File: src/hdl/sil_pkg.sv
// Shared types and constants for the sorted insert list core.
// No dependencies; every other file in hdl/ refers to this package by scoped names.
package sil_pkg;

   localparam int unsigned DATA_W      = 32;
   localparam int unsigned POS_W       = 5;
   localparam int unsigned FILL_W      = 6;
   localparam int unsigned ADDR_MAX_W  = 5;
   localparam int unsigned MAX_RESULTS = 32;

   localparam logic signed [DATA_W-1:0] END_MARK      = -32'sd1;
   localparam logic        [FILL_W-1:0] CAP_LIMIT_RST = 6'd32;

   typedef enum logic [2:0] {
      ST_IDLE,
      ST_INS_RD,
      ST_INS_CMP,
      ST_EMIT_RD,
      ST_EMIT_LD,
      ST_REJECT
   } sil_state_type;

   // Port of the list store: one write and one registered read per cycle.
   typedef struct packed {
      logic                    we;
      logic [ADDR_MAX_W-1:0]   waddr;
      logic [DATA_W-1:0]       wdata;
      logic                    re;
      logic [ADDR_MAX_W-1:0]   raddr;
   } sil_mem_ctl_type;

endpackage

File: src/hdl/sil_req_if.sv
// Input channel of the sorted insert list core: one value per transaction.
// Depends on sil_pkg for the data width.
interface sil_req_if;
   logic                              valid;
   logic                              ready;
   logic signed [sil_pkg::DATA_W-1:0] value;

   modport source (output valid, output value, input ready);
   modport sink   (input valid, input value, output ready);
endinterface

File: src/hdl/sil_rsp_if.sv
// Result channel of the sorted insert list core: one list entry per transaction.
// Depends on sil_pkg for the field widths.
interface sil_rsp_if;
   logic                              valid;
   logic                              ready;
   logic signed [sil_pkg::DATA_W-1:0] element;
   logic        [sil_pkg::POS_W-1:0]  position;
   logic                              last_of_run;
   logic                              rejected;

   modport source (output valid, output element, output position, output last_of_run,
                   output rejected, input ready);
   modport sink   (input valid, input element, input position, input last_of_run,
                   input rejected, output ready);
endinterface

File: src/hdl/sil_store.sv
// List storage: a single-port-write, single-port-read memory with registered read data.
// Depends on sil_pkg for the access struct and data width.
module sil_store #(
   parameter int unsigned DEPTH  = 32,
   parameter int unsigned ADDR_W = 5
) (
   input  logic                              clock,
   input  sil_pkg::sil_mem_ctl_type          mem_ctl,
   output logic signed [sil_pkg::DATA_W-1:0] rd_data
);

   logic [sil_pkg::DATA_W-1:0] mem [DEPTH];
   logic [sil_pkg::DATA_W-1:0] rd_data_ff;

   always_ff @(posedge clock) begin
      if (mem_ctl.we) begin
         mem[mem_ctl.waddr[ADDR_W-1:0]] <= mem_ctl.wdata;
      end
      if (mem_ctl.re) begin
         rd_data_ff <= mem[mem_ctl.raddr[ADDR_W-1:0]];
      end
   end

   assign rd_data = $signed(rd_data_ff);

endmodule

File: src/hdl/sil_seq.sv
// Sequencer of the sorted insert list: insertion by repeated compare and shift, then readout.
// Depends on sil_pkg, sil_req_if, sil_rsp_if; drives the port of sil_store.
module sil_seq #(
   parameter int unsigned ADDR_W = 5
) (
   input  logic                              clock,
   input  logic                              reset,
   input  logic [sil_pkg::FILL_W-1:0]        limit,
   sil_req_if.sink                           req,
   sil_rsp_if.source                         rsp,
   output sil_pkg::sil_mem_ctl_type          mem_ctl,
   input  logic signed [sil_pkg::DATA_W-1:0] rd_data
);

   sil_pkg::sil_state_type state_ff, state_in;

   logic signed [sil_pkg::DATA_W-1:0] val_ff, val_in;
   logic [ADDR_W-1:0]                 slot_ff, slot_in;
   logic [ADDR_W-1:0]                 idx_ff, idx_in;
   logic [sil_pkg::FILL_W-1:0]        fill_ff, fill_in;

   logic                              rsp_valid_ff, rsp_valid_in;
   logic signed [sil_pkg::DATA_W-1:0] element_ff, element_in;
   logic [sil_pkg::POS_W-1:0]         position_ff, position_in;
   logic                              last_ff, last_in;
   logic                              rejected_ff, rejected_in;

   logic accept;
   logic is_end;
   logic is_full;
   logic entry_gt;
   logic is_last;
   logic out_free;
   logic load_elem;
   logic load_rej;

   assign accept   = req.valid && req.ready;
   assign is_end   = (req.value == sil_pkg::END_MARK);
   assign is_full  = (fill_ff >= limit);
   // The shared compare unit: a stored entry moves up while it is greater than the new value.
   assign entry_gt = (rd_data > val_ff);
   assign is_last  = ((sil_pkg::FILL_W'(idx_ff) + sil_pkg::FILL_W'(1)) == fill_ff);
   assign out_free = !rsp_valid_ff || rsp.ready;

   // Next state.
   always_comb begin
      state_in = state_ff;
      unique case (state_ff)
         sil_pkg::ST_IDLE: begin
            if (req.valid && !is_end) begin
               state_in = is_full ? sil_pkg::ST_REJECT : sil_pkg::ST_INS_RD;
            end
         end
         sil_pkg::ST_INS_RD: begin
            state_in = (slot_ff == '0) ? sil_pkg::ST_EMIT_RD : sil_pkg::ST_INS_CMP;
         end
         sil_pkg::ST_INS_CMP: begin
            state_in = entry_gt ? sil_pkg::ST_INS_RD : sil_pkg::ST_EMIT_RD;
         end
         sil_pkg::ST_EMIT_RD: begin
            state_in = sil_pkg::ST_EMIT_LD;
         end
         sil_pkg::ST_EMIT_LD: begin
            if (out_free) begin
               state_in = is_last ? sil_pkg::ST_IDLE : sil_pkg::ST_EMIT_RD;
            end
         end
         sil_pkg::ST_REJECT: begin
            if (out_free) begin
               state_in = sil_pkg::ST_IDLE;
            end
         end
         default: state_in = sil_pkg::ST_IDLE;
      endcase
   end

   // Outputs of the sequencer: handshake, memory port and output register loads.
   always_comb begin
      req.ready     = 1'b0;
      mem_ctl       = '0;
      load_elem     = 1'b0;
      load_rej      = 1'b0;
      unique case (state_ff)
         sil_pkg::ST_IDLE: begin
            req.ready = 1'b1;
         end
         sil_pkg::ST_INS_RD: begin
            if (slot_ff == '0) begin
               mem_ctl.we    = 1'b1;
               mem_ctl.wdata = val_ff;
            end else begin
               mem_ctl.re    = 1'b1;
               mem_ctl.raddr = sil_pkg::ADDR_MAX_W'(slot_ff - ADDR_W'(1));
            end
         end
         sil_pkg::ST_INS_CMP: begin
            mem_ctl.we    = 1'b1;
            mem_ctl.waddr = sil_pkg::ADDR_MAX_W'(slot_ff);
            mem_ctl.wdata = entry_gt ? rd_data : val_ff;
         end
         sil_pkg::ST_EMIT_RD: begin
            mem_ctl.re    = 1'b1;
            mem_ctl.raddr = sil_pkg::ADDR_MAX_W'(idx_ff);
         end
         sil_pkg::ST_EMIT_LD: begin
            load_elem = out_free;
         end
         sil_pkg::ST_REJECT: begin
            load_rej = out_free;
         end
         default: begin
         end
      endcase
   end

   // Datapath next values.
   always_comb begin
      val_in  = val_ff;
      slot_in = slot_ff;
      idx_in  = idx_ff;
      fill_in = fill_ff;
      if (accept) begin
         val_in  = req.value;
         slot_in = fill_ff[ADDR_W-1:0];
         idx_in  = '0;
         if (is_end) begin
            fill_in = '0;
         end else if (!is_full) begin
            fill_in = fill_ff + sil_pkg::FILL_W'(1);
         end
      end
      if (state_ff == sil_pkg::ST_INS_CMP && entry_gt) begin
         slot_in = slot_ff - ADDR_W'(1);
      end
      if (load_elem) begin
         idx_in = idx_ff + ADDR_W'(1);
      end
   end

   always_comb begin
      rsp_valid_in = rsp_valid_ff && !rsp.ready;
      element_in   = element_ff;
      position_in  = position_ff;
      last_in      = last_ff;
      rejected_in  = rejected_ff;
      if (load_elem) begin
         rsp_valid_in = 1'b1;
         element_in   = rd_data;
         position_in  = sil_pkg::POS_W'(idx_ff);
         last_in      = is_last;
         rejected_in  = 1'b0;
      end else if (load_rej) begin
         rsp_valid_in = 1'b1;
         element_in   = val_ff;
         position_in  = '0;
         last_in      = 1'b1;
         rejected_in  = 1'b1;
      end
   end

   always_ff @(posedge clock) begin
      if (reset) begin
         state_ff     <= sil_pkg::ST_IDLE;
         fill_ff      <= '0;
         rsp_valid_ff <= 1'b0;
      end else begin
         state_ff     <= state_in;
         fill_ff      <= fill_in;
         rsp_valid_ff <= rsp_valid_in;
      end
   end

   always_ff @(posedge clock) begin
      val_ff      <= val_in;
      slot_ff     <= slot_in;
      idx_ff      <= idx_in;
      element_ff  <= element_in;
      position_ff <= position_in;
      last_ff     <= last_in;
      rejected_ff <= rejected_in;
   end

   assign rsp.valid       = rsp_valid_ff;
   assign rsp.element     = element_ff;
   assign rsp.position    = position_ff;
   assign rsp.last_of_run = last_ff;
   assign rsp.rejected    = rejected_ff;

endmodule

File: src/hdl/sorted_insert_list_core.sv
// Top level of the sorted insert list core: limit register, sequencer and list store.
// Depends on sil_pkg, sil_req_if, sil_rsp_if, sil_store and sil_seq.
//
//   Channel   Direction  Contents
//   req_chan  in         value (signed 32 bits); -1 clears the list
//   rsp_chan  out        element, position, last_of_run, rejected
//   csr_*     in         capacity_limit (6 bits), write enable plus data
//
// An inserted value is accepted in the idle state; each stored entry greater than it is then
// read and moved up one place, the value is written into its slot, and every entry is
// read back in order, with a read state and a load state for each entry.
// The pace is set by the single read port of the list store and the one shared compare.
// A clear (value -1) produces no result; a rejected value is returned with its flag set.
// Reset empties the list and sets the capacity limit to 32; store contents are not cleared.
// A stalled result channel holds the sequencer in place; a new transaction is accepted
// while the final result of the previous one still waits in the output register.
module sorted_insert_list_core #(
   parameter int unsigned CAPACITY = 32
) (
   input  logic                        clock,
   input  logic                        reset,
   sil_req_if.sink                     req_chan,
   sil_rsp_if.source                   rsp_chan,
   input  logic                        csr_wr_en,
   input  logic [sil_pkg::FILL_W-1:0]  csr_wr_data
);

   // The list can never hold more entries than one run of results can report.
   localparam int unsigned DEPTH  = (CAPACITY < sil_pkg::MAX_RESULTS) ?
                                    CAPACITY : sil_pkg::MAX_RESULTS;
   localparam int unsigned ADDR_W = (DEPTH > 1) ? $clog2(DEPTH) : 1;

   logic [sil_pkg::FILL_W-1:0]        csr_limit_ff, csr_limit_in;
   logic [sil_pkg::FILL_W-1:0]        eff_limit;
   sil_pkg::sil_mem_ctl_type          mem_ctl;
   logic signed [sil_pkg::DATA_W-1:0] rd_data;

   assign csr_limit_in = csr_wr_en ? csr_wr_data : csr_limit_ff;

   always_ff @(posedge clock) begin
      if (reset) begin
         csr_limit_ff <= sil_pkg::CAP_LIMIT_RST;
      end else begin
         csr_limit_ff <= csr_limit_in;
      end
   end

   // A limit of zero behaves as one, and a limit above the store depth is cut to the depth.
   always_comb begin
      eff_limit = csr_limit_ff;
      if (csr_limit_ff == '0) begin
         eff_limit = sil_pkg::FILL_W'(1);
      end else if (csr_limit_ff > sil_pkg::FILL_W'(DEPTH)) begin
         eff_limit = sil_pkg::FILL_W'(DEPTH);
      end
   end

   sil_seq #(
      .ADDR_W (ADDR_W)
   ) u_seq (
      .clock   (clock),
      .reset   (reset),
      .limit   (eff_limit),
      .req     (req_chan),
      .rsp     (rsp_chan),
      .mem_ctl (mem_ctl),
      .rd_data (rd_data)
   );

   sil_store #(
      .DEPTH  (DEPTH),
      .ADDR_W (ADDR_W)
   ) u_store (
      .clock   (clock),
      .mem_ctl (mem_ctl),
      .rd_data (rd_data)
   );

endmodule
File: src/flat_wrapper.sv
// flat-port wrapper written by rule: the top's interface ports become plain ports
module sorted_insert_list_core_flat 
#(
   parameter int unsigned CAPACITY = 32
)
  (clock, reset, csr_wr_en, csr_wr_data, req_chan_valid, req_chan_value, req_chan_ready, rsp_chan_valid, rsp_chan_element, rsp_chan_position, rsp_chan_last_of_run, rsp_chan_rejected, rsp_chan_ready);
  sil_req_if req_chan_i ();
  sil_rsp_if rsp_chan_i ();
  input  logic clock;
  input  logic reset;
  input  logic csr_wr_en;
  input  logic [sil_pkg::FILL_W-1:0] csr_wr_data;
  input wire logic [$bits(req_chan_i.valid)-1:0] req_chan_valid;
  input wire logic [$bits(req_chan_i.value)-1:0] req_chan_value;
  output wire logic [$bits(req_chan_i.ready)-1:0] req_chan_ready;
  output wire logic [$bits(rsp_chan_i.valid)-1:0] rsp_chan_valid;
  output wire logic [$bits(rsp_chan_i.element)-1:0] rsp_chan_element;
  output wire logic [$bits(rsp_chan_i.position)-1:0] rsp_chan_position;
  output wire logic [$bits(rsp_chan_i.last_of_run)-1:0] rsp_chan_last_of_run;
  output wire logic [$bits(rsp_chan_i.rejected)-1:0] rsp_chan_rejected;
  input wire logic [$bits(rsp_chan_i.ready)-1:0] rsp_chan_ready;
  assign req_chan_i.valid = req_chan_valid;
  assign req_chan_i.value = req_chan_value;
  assign req_chan_ready = req_chan_i.ready;
  assign rsp_chan_valid = rsp_chan_i.valid;
  assign rsp_chan_element = rsp_chan_i.element;
  assign rsp_chan_position = rsp_chan_i.position;
  assign rsp_chan_last_of_run = rsp_chan_i.last_of_run;
  assign rsp_chan_rejected = rsp_chan_i.rejected;
  assign rsp_chan_i.ready = rsp_chan_ready;
  sorted_insert_list_core #(.CAPACITY(CAPACITY)) u_core (.clock(clock), .reset(reset), .req_chan(req_chan_i), .rsp_chan(rsp_chan_i), .csr_wr_en(csr_wr_en), .csr_wr_data(csr_wr_data));
endmodule
File: config.mk
export PLATFORM = sky130hd
export DESIGN_NAME = sorted_insert_list_core_flat
export DESIGN_NICKNAME = d
export VERILOG_FILES = /design/src/hdl/sil_pkg.sv /design/src/hdl/sil_req_if.sv /design/src/hdl/sil_rsp_if.sv /design/src/hdl/sil_store.sv /design/src/hdl/sil_seq.sv /design/src/hdl/sorted_insert_list_core.sv /design/src/flat_wrapper.sv
export SDC_FILE = /design/constraint.sdc
export NUM_CORES = 1
export LEC_CHECK = 0
export ABC_CLOCK_PERIOD_IN_PS = 4000
export BUFFER_PORTS_ARGS = -buffer_cell sky130_fd_sc_hd__buf_2
export CORE_MARGIN = 3
export CORE_UTILIZATION = 30
export DETAILED_ROUTE_END_ITERATION = 6
export PLACE_DENSITY = 0.5
export SLEW_MARGIN = 20
export SYNTH_ARGS = -nofsm -noshare
export SYNTH_HDL_FRONTEND = slang
export SYNTH_SLANG_ARGS = --single-unit
File: constraint.sdc
create_clock -name clock -period 4 [get_ports clock]
set_clock_uncertainty 0.05 [all_clocks]
set_input_delay 0.6 -clock clock [delete_from_list [all_inputs] [get_ports clock]]
set_output_delay 0.6 -clock clock [all_outputs]
set_load 0.01 [all_outputs]
# After elaboration in Yosys (flattened, before gate mapping)
# Memories as Yosys holds them, arrays and structs flattened. A register that Yosys moved wholly into a read port is not among the register bits.
# Index checks and enable logic that the tools add are counted.
[classes] n_addsub=4 multipliers=0 div=0 order_cmp=3 eq_ne=11 shift=0 muxes=37 bitwise_logic=0 reduce_logical=16
[ops] cell="$mux 32" n=4
[ops] cell="$pmux 32 s2" n=1
[ops] cell="$mux 5" n=7
[ops] cell="$eq 32x1->1 const B" n=1
[ops] cell="$gt 32x32->1" n=1
[ops] cell="$mux 6" n=5
[ops] cell="$pmux 3 s6" n=1
[ops] cell="$mux 3" n=4
[ops] cell="$pmux 6 s2" n=1
[ops] cell="$mux 1" n=11
[ops] cell="$ne 2x2->1 const B" n=4
[ops] cell="$add 5x1->6 const B" n=1
[ops] cell="$add 6x1->6 const B" n=1
[ops] cell="$eq 3x2->1 const B" n=2
[ops] cell="$eq 3x3->1 const B" n=2
[ops] cell="$eq 6x6->1" n=1
[ops] cell="$ge 6x6->1" n=1
[ops] cell="$gt 6x6->1 const B" n=1
[ops] cell="$logic_not 6->1" n=1
[ops] cell="$reduce_bool 2->1" n=3
[ops] cell="$add 5x1->5 const B" n=1
[ops] cell="$logic_not 5->1" n=1
[ops] cell="$sub 5x1->5 const B" n=1
[ops] cell="$logic_and 1x1->1" n=4
[ops] cell="8 further kinds" n=11
[word_totals] regBits=97 latchBits=0 ram_bits=1024 romBits=0 input_bits=43 output_inout_bits=41 word_cells=83 memories=1
[memory_table] name="u_core.u_store.mem" depth=32 width=32 read_ports=1 rd_ports_with_merged_regs=1 wr=1 line="sil_store.sv:12" text="logic [sil_pkg::DATA_W-1:0] mem [DEPTH];"

# Depth between registers and ports, before layout
[depth] depth_word=7 ltp_mapped=13 ltp_nobuf=11

# By module
# A second synthesis with hierarchy kept.
[unflattened] cells_unflattened=2785 hier_area_um2=46259.4
[modules_own_cells] mod="sil_store" instances=1 cells_each=2260 area_each_um2=40805.4 seq_area_each_um2=31710.4
[modules_own_cells] mod="sil_seq" instances=1 cells_each=498 area_each_um2=5200.0 seq_area_each_um2=2622.5
[modules_own_cells] mod="sorted_insert_list_core" instances=1 cells_each=27 area_each_um2=254.0 seq_area_each_um2=120.1

# Worst setup path before layout
# OpenSTA, ideal clock, no wires.
[synth_timing] path_kind="reg2reg" startpoint="register u_core.u_store.rd_data_ff (netlist bit u_core.u_store.rd_data[31]), read port of u_core.u_store.mem" endpoint="memory u_core.u_store.mem[0][10] (netlist name), data pin" setup_ns=0.474 t_arrival_ns=3.348 required_time_ns=3.476 path_slack_ns=0.128 path_stages_with_launch=9 path_buffers=1 synth_period_minus_slack_ns=3.872 path_cell_list="edfxtp_1 -> ha_1 -> nand4_1 -> nor4_1 -> nand2_1 -> nand2_1 -> o32ai_1 -> clkbuf_1 -> o32ai_1"
[synth_lines] item="from (decl)" line="sil_store.sv:13" text="logic [sil_pkg::DATA_W-1:0] rd_data_ff;"
[synth_lines] item="to (decl)" line="sil_store.sv:12"

# Final worst setup path
[layout_timing] startpoint="register u_core.u_seq.slot_ff[1]" endpoint="register u_core.u_store.rd_data_ff (netlist bit u_core.u_store.rd_data[17]), read port of u_core.u_store.mem, data pin"
[layout_between] elab_chain_len=3 word_cells_on_any_way=4 classes_between="add/sub: 1; mux: 2; reduce/logical: 1"
[layout_lines] item="from (decl)" line="sil_seq.sv:18" text="logic [ADDR_W-1:0] slot_ff, slot_in;"
[layout_lines] item="from (signal assigned)" line="sil_seq.sv:175" text="slot_ff <= slot_in;"
[layout_lines] item="$sub 5x1->5 or $logic_not 5->1 (tied branches)" line="sil_seq.sv:93, sil_seq.sv:88"
[layout_lines] item="$mux 6 (*)" line="sil_seq.sv:88" text="if (slot_ff == '0) begin"
[layout_lines] item="$pmux 6 s2 (*)" line="sil_seq.sv:83" text="unique case (state_ff)"
# Every way passes the cells marked *; elsewhere a longest branch is shown, timed or not.
# A chain may end at the register's enable or synchronous reset.

==> metrics <==
outcome=complete, no violations; Hold Path End=u_core.u_seq.val_ff[12]$_DFFE_PP_; total track usage=18.3%; post-synth top area share=72.6%; WP buf/inv=5; DIE WIDTH=402 µm; Max transition margin=23.2%; syn_area_per_cell=13.3 µm²; Num CTS Buffers=115; Buffers on Ports=83; post-synthesis cell count=3524; first-pass GRT wire length=218000 µm; vias in the first global route=29.6k; CTS H-tree lvls=3; Gate power share=37.4%; Data arrival, critical path=4.29 ns; Sw Share=37.6%; core area=155000 µm²; top_reg_cell synth=edfxtp_1; RSZ-0062 raised after global routing=no; most frequent CP cell=buf_4; final setup fails=0; Hold Startpoint=req_chan_value[12]; Syn Nets=3608; Final Hold Fails=0; VDD IR max=0.000465 V; Final ANT Viol Nets=0; final WL=151000 µm; Max Transition Viols Final=0; critical-path cell list=inv_1 > ha_1 > o41ai_4 > buf_12 > buf_4 > nand2_1 > nand3_1 > a21oi_1 > nor4_1 > buf_4 > and3_1 > buf_4; Core Rows=144; area delta synth->final=21.0%; Reg2Reg Depth=12; Root Driver=clkbuf_16; routed len/inst=25.6 µm; crit path launch type=flop; clock power share=25.3%; Synth area leaders=edfxtp_1, nand2_1, nand3_1; Post-DP HPWL=91300 µm; hold depth=1; Pint=26.2 mW; post-synth cell types=64; pwr dens=738 nW/µm²; Hold Crit Class=input port to flop; min cycle time layout=3.76 ns; Crit Path Class=flop to flop; Sink Count=1153; Syn. warnings=0; I/O pins=84; placed cells=5685; fill count=14.7k; switching pwr=15.8 mW; Critical Path RT=4.52 ns; Reg-to-Reg End=u_core.u_store.rd_data[17]$_DFFE_PP_; top-count cell post-synth=edfxtp_1; Initial Util=30.4%; biggest area consumer among synthesized cells=edfxtp_1; Final period util=94.1%; #FFs+latches synth=1153; Post-CTS Setup Bufs=0; Setup TNS=0 ns; worst-skew pair later-pin latency=0.72 ns; register area share after synthesis=73.3%; die span in y=402 µm; register cell area after layout=34500 µm²; number of max-cap violations=0; reg-to-reg slack, setup=0.24 ns; Via Count=30.8k; number of flops mapped to enable cells by yosys=1136; Finished Cell Area=56900 µm²; RePlAce Congestion=0.849; RR Startpoint=u_core.u_seq.slot_ff[1]$_DFFE_PP_; largest net degree at the start of global routing=72; Lkg Pwr=19.8 nW; 1st-pass router iterations=6; Layout Utilization=36.7%; asr flop ratio synth=0%; DRC violations left=0; TritonCTS clock tree=yes; sequential share of power=37.3%; worst-margin pin slew=1.15 ns; Final nets=3853; f_max=266 MHz; Post-Layout Cell Count=5911; share of layout cells above drive strength 1=16.3%; initial antenna violation count=9; Post-synth top cells=edfxtp_1, nand2_1, nand3_1; CTS Buffer Depth=3; DR iter-0 viols=3186; clk slew on worst S/H paths=0.06 ns; Mapped Area=47000 µm²; Power Total=42.0 mW; crit path max fanout=31; DP Area=53000 µm²; critical path endpoint category=flop; Vias per Instance=5.21; Slowest-stage cell, CP=nor4_1; gr ovfl total=0; area of the multi-input gates=12200 µm²; die area=161000 µm²; CP top delay family=buffers and inverters; Critical Path Max Stage Delay=0.66 ns
worst max path at each step:
stage                                               from                                   end  slack, ns  depth (start not counted)
global route           u_core.u_seq.slot_ff[1]$_DFFE_PP_  u_core.u_store.rd_data[17]$_DFFE_PP_       0.03                         12
floorplan           u_core.u_store.rd_data[31]$_DFFE_PP_   u_core.u_store.mem[0][10]$_DFFE_PP_       0.13                          8
detailed placement     u_core.u_seq.slot_ff[1]$_DFFE_PP_  u_core.u_store.rd_data[24]$_DFFE_PP_       0.11                         11
global placement       u_core.u_seq.slot_ff[3]$_DFFE_PP_  u_core.u_store.rd_data[24]$_DFFE_PP_       0.13                          9
CTS                    u_core.u_seq.slot_ff[1]$_DFFE_PP_  u_core.u_store.rd_data[24]$_DFFE_PP_       0.06                         11
finish                 u_core.u_seq.slot_ff[1]$_DFFE_PP_  u_core.u_store.rd_data[17]$_DFFE_PP_       0.24                         12
state kept, by name, summed over array words and instances, names as in the netlist:
| signal | cells |
|---|---|
| u_core.u_seq.val_ff | 32 |
| u_core.u_seq.state_ff | 3 |
| u_core.u_seq.idx_ff | 5 |
| u_core.u_seq.rsp.rejected | 1 |
| u_core.u_seq.rsp.position | 5 |
| u_core.u_seq.fill_ff | 6 |
| u_core.u_seq.slot_ff | 5 |
| u_core.u_seq.rsp.valid | 1 |
| u_core.csr_limit_ff | 6 |
| u_core.u_seq.rsp.element | 32 |
| u_core.u_store.rd_data | 32 |
| u_core.u_seq.rsp.last_of_run | 1 |
| u_core.u_store.mem | 1024 |
layout by cell type (no fill, tap or decap), types with 38 or more instances in the layout:
master	synthesis	layout
a21oi_1	222	221
and3_1	93	93
buf_12	0	89
buf_2	83	83
buf_4	2	173
clkbuf_16	0	117
edfxtp_1	1136	1136
ha_1	41	41
inv_1	80	80
mux2i_1	74	74
nand2_1	712	709
nand3_1	362	362
nor2_4	0	38
nor4_1	39	38
o21ai_0	172	172
o2bb2ai_1	63	63
power by group through the flow:
| stage | Clock, mW | Sequential (mW) | Combinational [mW] |
|---|---|---|---|
| 2_1_floorplan | 0 | 15.8 | 7.74 |
| 3_3_place_gp | 0 | 15.9 | 15.5 |
| 3_5_place_dp | 0 | 15.9 | 15.5 |
| 4_1_cts | 10.8 | 15.7 | 15.6 |
| 5_1_grt | 11.3 | 15.7 | 16.8 |
| 6_report | 10.6 | 15.7 | 15.7 |
stage by stage:
step	hold slack [ns]	worst slack (ns)
after global routing	0.0242	0.0346
after floorplan	0.411	0.128
after CTS	0.00123	0.0623
final	0.0490	0.238
after global placement	0.422	0.129
after detailed placement	0.421	0.108
final cells by class:
type | instances | area share (%)
inverter | 80 | 0.528
antenna | 6 | 0.0264
multi-input combinational | 2061 | 21.5
clock inverter | 66 | 1.07
timing repair buffer | 358 | 6.46
clock buffer | 143 | 5.32
tap | 2044 | 4.50
sequential | 1153 | 60.6
worst reg2reg max path, cell delays in order (launching register included):
cell      delay, ns
edfxtp_1       0.41
inv_1          0.10
ha_1           0.30
o41ai_4        0.61
buf_12         0.29
buf_4          0.41
nand2_1        0.09
nand3_1        0.09
a21oi_1        0.08
nor4_1         0.66
buf_4          0.22
and3_1         0.17
buf_4          0.14
logic make-up after synthesis:
kind of cell	count (synthesis)	share of synthesized area (%)
simple gates	1343	12.8
xor+xnor	7	0.131
fa+ha+maj	41	1.09
flops	1153	73.3
buf+inv	310	2.81
compound gates	590	8.06
mux	80	1.72
per-layer routing:
| metal | vias to the layer above | GRT usage (%) | share of wire [%] | wire length, µm |
|---|---|---|---|---|
| met4 | 0 | 4.95 | 2.3 | 3430 |
| met3 | 182 | 2.79 | 6.6 | 10000 |
| met1 | 15767 | 25.1 | 43 | 65000 |
| met5 | - | 0 | 0 | 0 |
| met2 | 1119 | 30.2 | 48 | 73000 |
| li1 | 13748 | - | - | - |
what timing repair did:
| action | in CTS | in global routing |
|---|---|---|
| resized for setup | 0 | 2 |
| endpoints found under the hold margin | 3 | 0 |
| endpoints found under the setup margin | 0 | 2 |
| hold buffers | 3 | 0 |
No activity file was read; power rests on OpenSTA's default activity.
